## src/rtl/ect_pkg.sv

```systemverilog
// entity component table engine: shared codes, field widths and types
// no dependencies; used by the interfaces, the request checker and the top level
package ect_pkg;

  // field widths of the request, result and configuration beats
  localparam int unsigned REQ_W   = 3;
  localparam int unsigned ENT_W   = 10;
  localparam int unsigned TYPE_W  = 6;
  localparam int unsigned STAT_W  = 3;
  localparam int unsigned CNT_W   = 11;
  localparam int unsigned MASK_W  = 64;
  localparam int unsigned CFGA_W  = 4;
  localparam int unsigned CFGD_W  = 16;
  localparam int unsigned TIU_W   = 7;
  localparam int unsigned LIM_W   = 11;

  // request codes
  localparam logic [REQ_W-1:0] REQ_CREATE = 3'd0;
  localparam logic [REQ_W-1:0] REQ_DELETE = 3'd1;
  localparam logic [REQ_W-1:0] REQ_ADD    = 3'd2;
  localparam logic [REQ_W-1:0] REQ_REMOVE = 3'd3;
  localparam logic [REQ_W-1:0] REQ_GET    = 3'd4;

  // status codes
  localparam logic [STAT_W-1:0] ST_OK          = 3'd0;
  localparam logic [STAT_W-1:0] ST_ENT_ABSENT  = 3'd1;
  localparam logic [STAT_W-1:0] ST_COMP_ABSENT = 3'd2;
  localparam logic [STAT_W-1:0] ST_FULL        = 3'd3;
  localparam logic [STAT_W-1:0] ST_RANGE       = 3'd4;

  // configuration register indexes
  localparam logic [CFGA_W-1:0] CFG_TYPES_IN_USE = 4'd0;
  localparam logic [CFGA_W-1:0] CFG_ENTITY_LIMIT = 4'd1;

  // request check results
  typedef struct packed {
    logic ent_ok;
    logic type_ok;
    logic full;
  } chk_t;

endpackage

```

## src/rtl/ect_req_check.sv

```systemverilog
// request checker: range checks, table-full test and live entity count
// depends on ect_pkg
module ect_req_check #(
  parameter int MAX_ENTITIES = 1024,
  parameter int MAX_TYPES    = 64
) (
  input  logic [ect_pkg::ENT_W-1:0]              entity_index_i,
  input  logic [ect_pkg::TYPE_W-1:0]             type_index_i,
  input  logic [ect_pkg::TIU_W-1:0]              types_in_use_i,
  input  logic [ect_pkg::LIM_W-1:0]              entity_limit_i,
  input  logic [$clog2(MAX_ENTITIES+1)-1:0]      fresh_i,
  input  logic [$clog2(MAX_ENTITIES+1)-1:0]      free_depth_i,
  output ect_pkg::chk_t                          chk_o,
  output logic [$clog2(MAX_ENTITIES+1)-1:0]      live_o
);
  localparam int CW = $clog2(MAX_ENTITIES + 1);
  localparam int XW = (CW > ect_pkg::LIM_W) ? CW : ect_pkg::LIM_W;

  logic [XW-1:0] lim;
  logic [XW-1:0] lim_raw;

  // effective limit is the smaller of the register and the table size
  assign lim_raw = XW'(entity_limit_i);
  assign lim     = (lim_raw > XW'(MAX_ENTITIES)) ? XW'(MAX_ENTITIES) : lim_raw;

  // live count saturates at zero
  assign live_o = (fresh_i > free_depth_i) ? (fresh_i - free_depth_i) : '0;

  always_comb begin
    chk_o.ent_ok  = XW'(entity_index_i) < lim;
    chk_o.type_ok = (type_index_i != '0)
                    && (ect_pkg::TIU_W'(type_index_i) < types_in_use_i)
                    && (ect_pkg::TIU_W'(type_index_i) < ect_pkg::TIU_W'(MAX_TYPES));
    chk_o.full    = (XW'(live_o) >= lim) || ((free_depth_i == '0) && (XW'(fresh_i) >= lim));
  end

endmodule

```

## config.mk

```make
export PLATFORM = sky130hd
export DESIGN_NAME = ect_req_check
export DESIGN_NICKNAME = d
export VERILOG_FILES = /design/src/rtl/ect_pkg.sv /design/src/rtl/ect_req_check.sv
export SDC_FILE = /design/constraint.sdc
export NUM_CORES = 1
export LEC_CHECK = 0
export BUFFER_PORTS_ARGS = -buffer_cell sky130_fd_sc_hd__buf_4
export CORE_MARGIN = 1.5
export CORE_UTILIZATION = 45
export DETAILED_ROUTE_END_ITERATION = 6
export PLACE_DENSITY = 0.8
export SYNTH_ARGS = -nofsm -noshare
export SYNTH_HDL_FRONTEND = slang
export SYNTH_SLANG_ARGS = --single-unit
```

## constraint.sdc

```tcl
create_clock -name vclk -period 5.2
set_input_delay 1.3 -clock vclk [all_inputs]
set_output_delay 1.3 -clock vclk [all_outputs]
set_load 0.03 [all_outputs]
```

==> impl_metrics.tcl <==
set metrics [dict create \
    status "finished, violations left" \
    failed_checks "negative setup slack" \
    timing.fmax_ghz 0.191 \
    cap_violations 0 \
    synthTopCellsByCount "ha_1, inv_1, nand2_1" \
    yosys.area.top_type "ha_1" \
    hold-worst-slack_ns 3.00 \
    worstMarginPinSlew_ns 0.411 \
    crit_arrival_ns 3.95 \
    rsz0062_at_grt "true" \
    antenna_left 0 \
    worst-path-max-fanout 9 \
    yosys_warnings 0 \
    startpoint_type "input pin" \
    numPortBuffers 70 \
    grt_pass1_vias 1805 \
    die-area_sq_mm 0.00384 \
    antenna_cells 0 \
    tns_ns -0.0462 \
    seq_cells 0 \
    hold_violations 0 \
    setup_ws_ns -0.0462 \
    yosysTopAreaCellShare_pct 37.5 \
    grt_usage_pct 26.8 \
    wirelength_microns 4920 \
    fin_crit_sh_pct 101 \
    crit_type "in -> out" \
    fin_crit_ns 5.25 \
    drive_gt1_share_pct 46.0 \
    remaining_drc_errors 0 \
    yosysSeqAreaShare_pct 0 \
    regArea_sq_um 0 \
    slew_violations 0 \
    grt_max_degree 12 \
    wl_per_cell_microns 14.1 \
    relSlewSlack_pct 72.3 \
    synth_most_common_cell "ha_1" \
    num-clock-buffers 0 \
    syn2layout_area_growth_pct 68.9 \
    drtPass1Iterations 4 \
    ys_types 45 \
    leakage_nw 1.28 \
    placedCellCount 347 \
    initial_core_util_pct 46.9 \
    grt_pass1_wl_microns 7900 \
    synth_nets 316 \
    yosys-top-cells-area "ha_1, inv_1, a21o_1" \
    rows 21 \
    avgSynthCellArea_sq_um 7.39 \
    dr.first_iter.drc_count 70 \
    worst_ir_drop_vdd_v 0.0000826 \
    crit_path_end_kind "primary output" \
    routabilityCongestion 0.918 \
    power.density_mw_per_mm2 140 \
    p_total_mw 0.370 \
    holdCritPathClass "in -> out" \
    coreArea_sq_mm 0.00334 \
    crit_required_ns 3.90 \
    final_nets 408 \
    antenna_found_initial 0 \
    syn_area_sq_mm 0.00157 \
    final_cells 348 \
    die-width_microns 62 \
    final_core_util_pct 79.3 \
    routed_via_density 5.55 \
    dp_hpwl_microns 4350 \
    io_pins 70 \
    num_vias 1932 \
    setup_violations 1 \
    grt-ovfl-total 0 \
    synthCells 212 \
    die_h_microns 62 \
]
cell usage in the layout (no fill, tap or decap), drive strengths merged, types with 2 or more instances in the layout:
master and instances:
ha 47, a31oi 4, a211oi 3, nand3 7, o2111ai 2, buf 92, o21ai 11, nand2 21
nor2 16, nor3b 2, nor3 4, or3 2, nand4 2, nor4 3, a2111oi 2, inv 24
and3 2, nor2b 2, o211ai 3, a221oi 2, nand2b 4, a21o 11, o21a 4, or2 2
xnor2 3, xor2 3, a21oi 16
what timing repair did:
item,4_1_cts,5_1_grt
pin swaps,2,8
hold buffers,0,0
endpoints found under the hold margin,0,0
endpoints found under the setup margin,1,1
setup buffers,0,1
gates resized for setup,2,6
critical path, cell delays in order:
cell and delay, ns:
buf_4 0.09, inv_1 0.05, ha_4 0.29, and4_4 0.22, nand3_2 0.08, or3_4 0.42
o21ai_4 0.08, buf_12 0.18, nor2_4 0.05, ha_4 0.22, a21o_1 0.17, a21o_1 0.18
a2111oi_4 0.28, o211ai_1 0.13, buf_4 0.18
power by group:
| group | total, mW | switching (mW) | internal [mW] |
|---|---|---|---|
| clock network | 0 | 0 | 0 |
| registers | 0 | 0 | 0 |
| logic | 0.370 | 0.191 | 0.179 |
cell type report:
type | instances | area (sq um)
multi-input combinational | 186 | 1780
timing repair buffer | 92 | 703
fill | 255 | 691
tap | 46 | 57.6
inverter | 24 | 105
per-layer routing:
layer	share of wire (%)	global-route usage, %
met3	4.5	3.11
met5	0	0
met4	2.2	6.08
met2	47	46.1
met1	46	35.6
path summary, 6_finish.rpt:
path / start / end / slack (ns) / depth (start not counted)
worst min-delay path: types_in_use_i[6] / chk_o[1] / 3.00 / 4
worst max-delay path: free_depth_i[7] / chk_o[0] / -0.05 / 15
logic make-up (layout without fill, tap and decap cells):
group	count (synthesis)	after routing	share of synthesized area, %
buffers and inverters	26	116	6.31
xor gates and xnor gates	6	6	3.36
adders and majority gates	48	48	38.8
AOI/OAI and AO/OA	63	63	28.7
and+or+nand+nor	69	69	22.8
metrics by stage:
step	worst slack, ns	area [sq um]
after global routing	-0.178	2650
after detailed placement	-0.0643	2570
after global placement	-0.0736	2570
after floorplan	-0.0107	1820
after CTS	-0.0484	2590
final	-0.0462	2650
No activity file was read; power rests on OpenSTA's default activity.
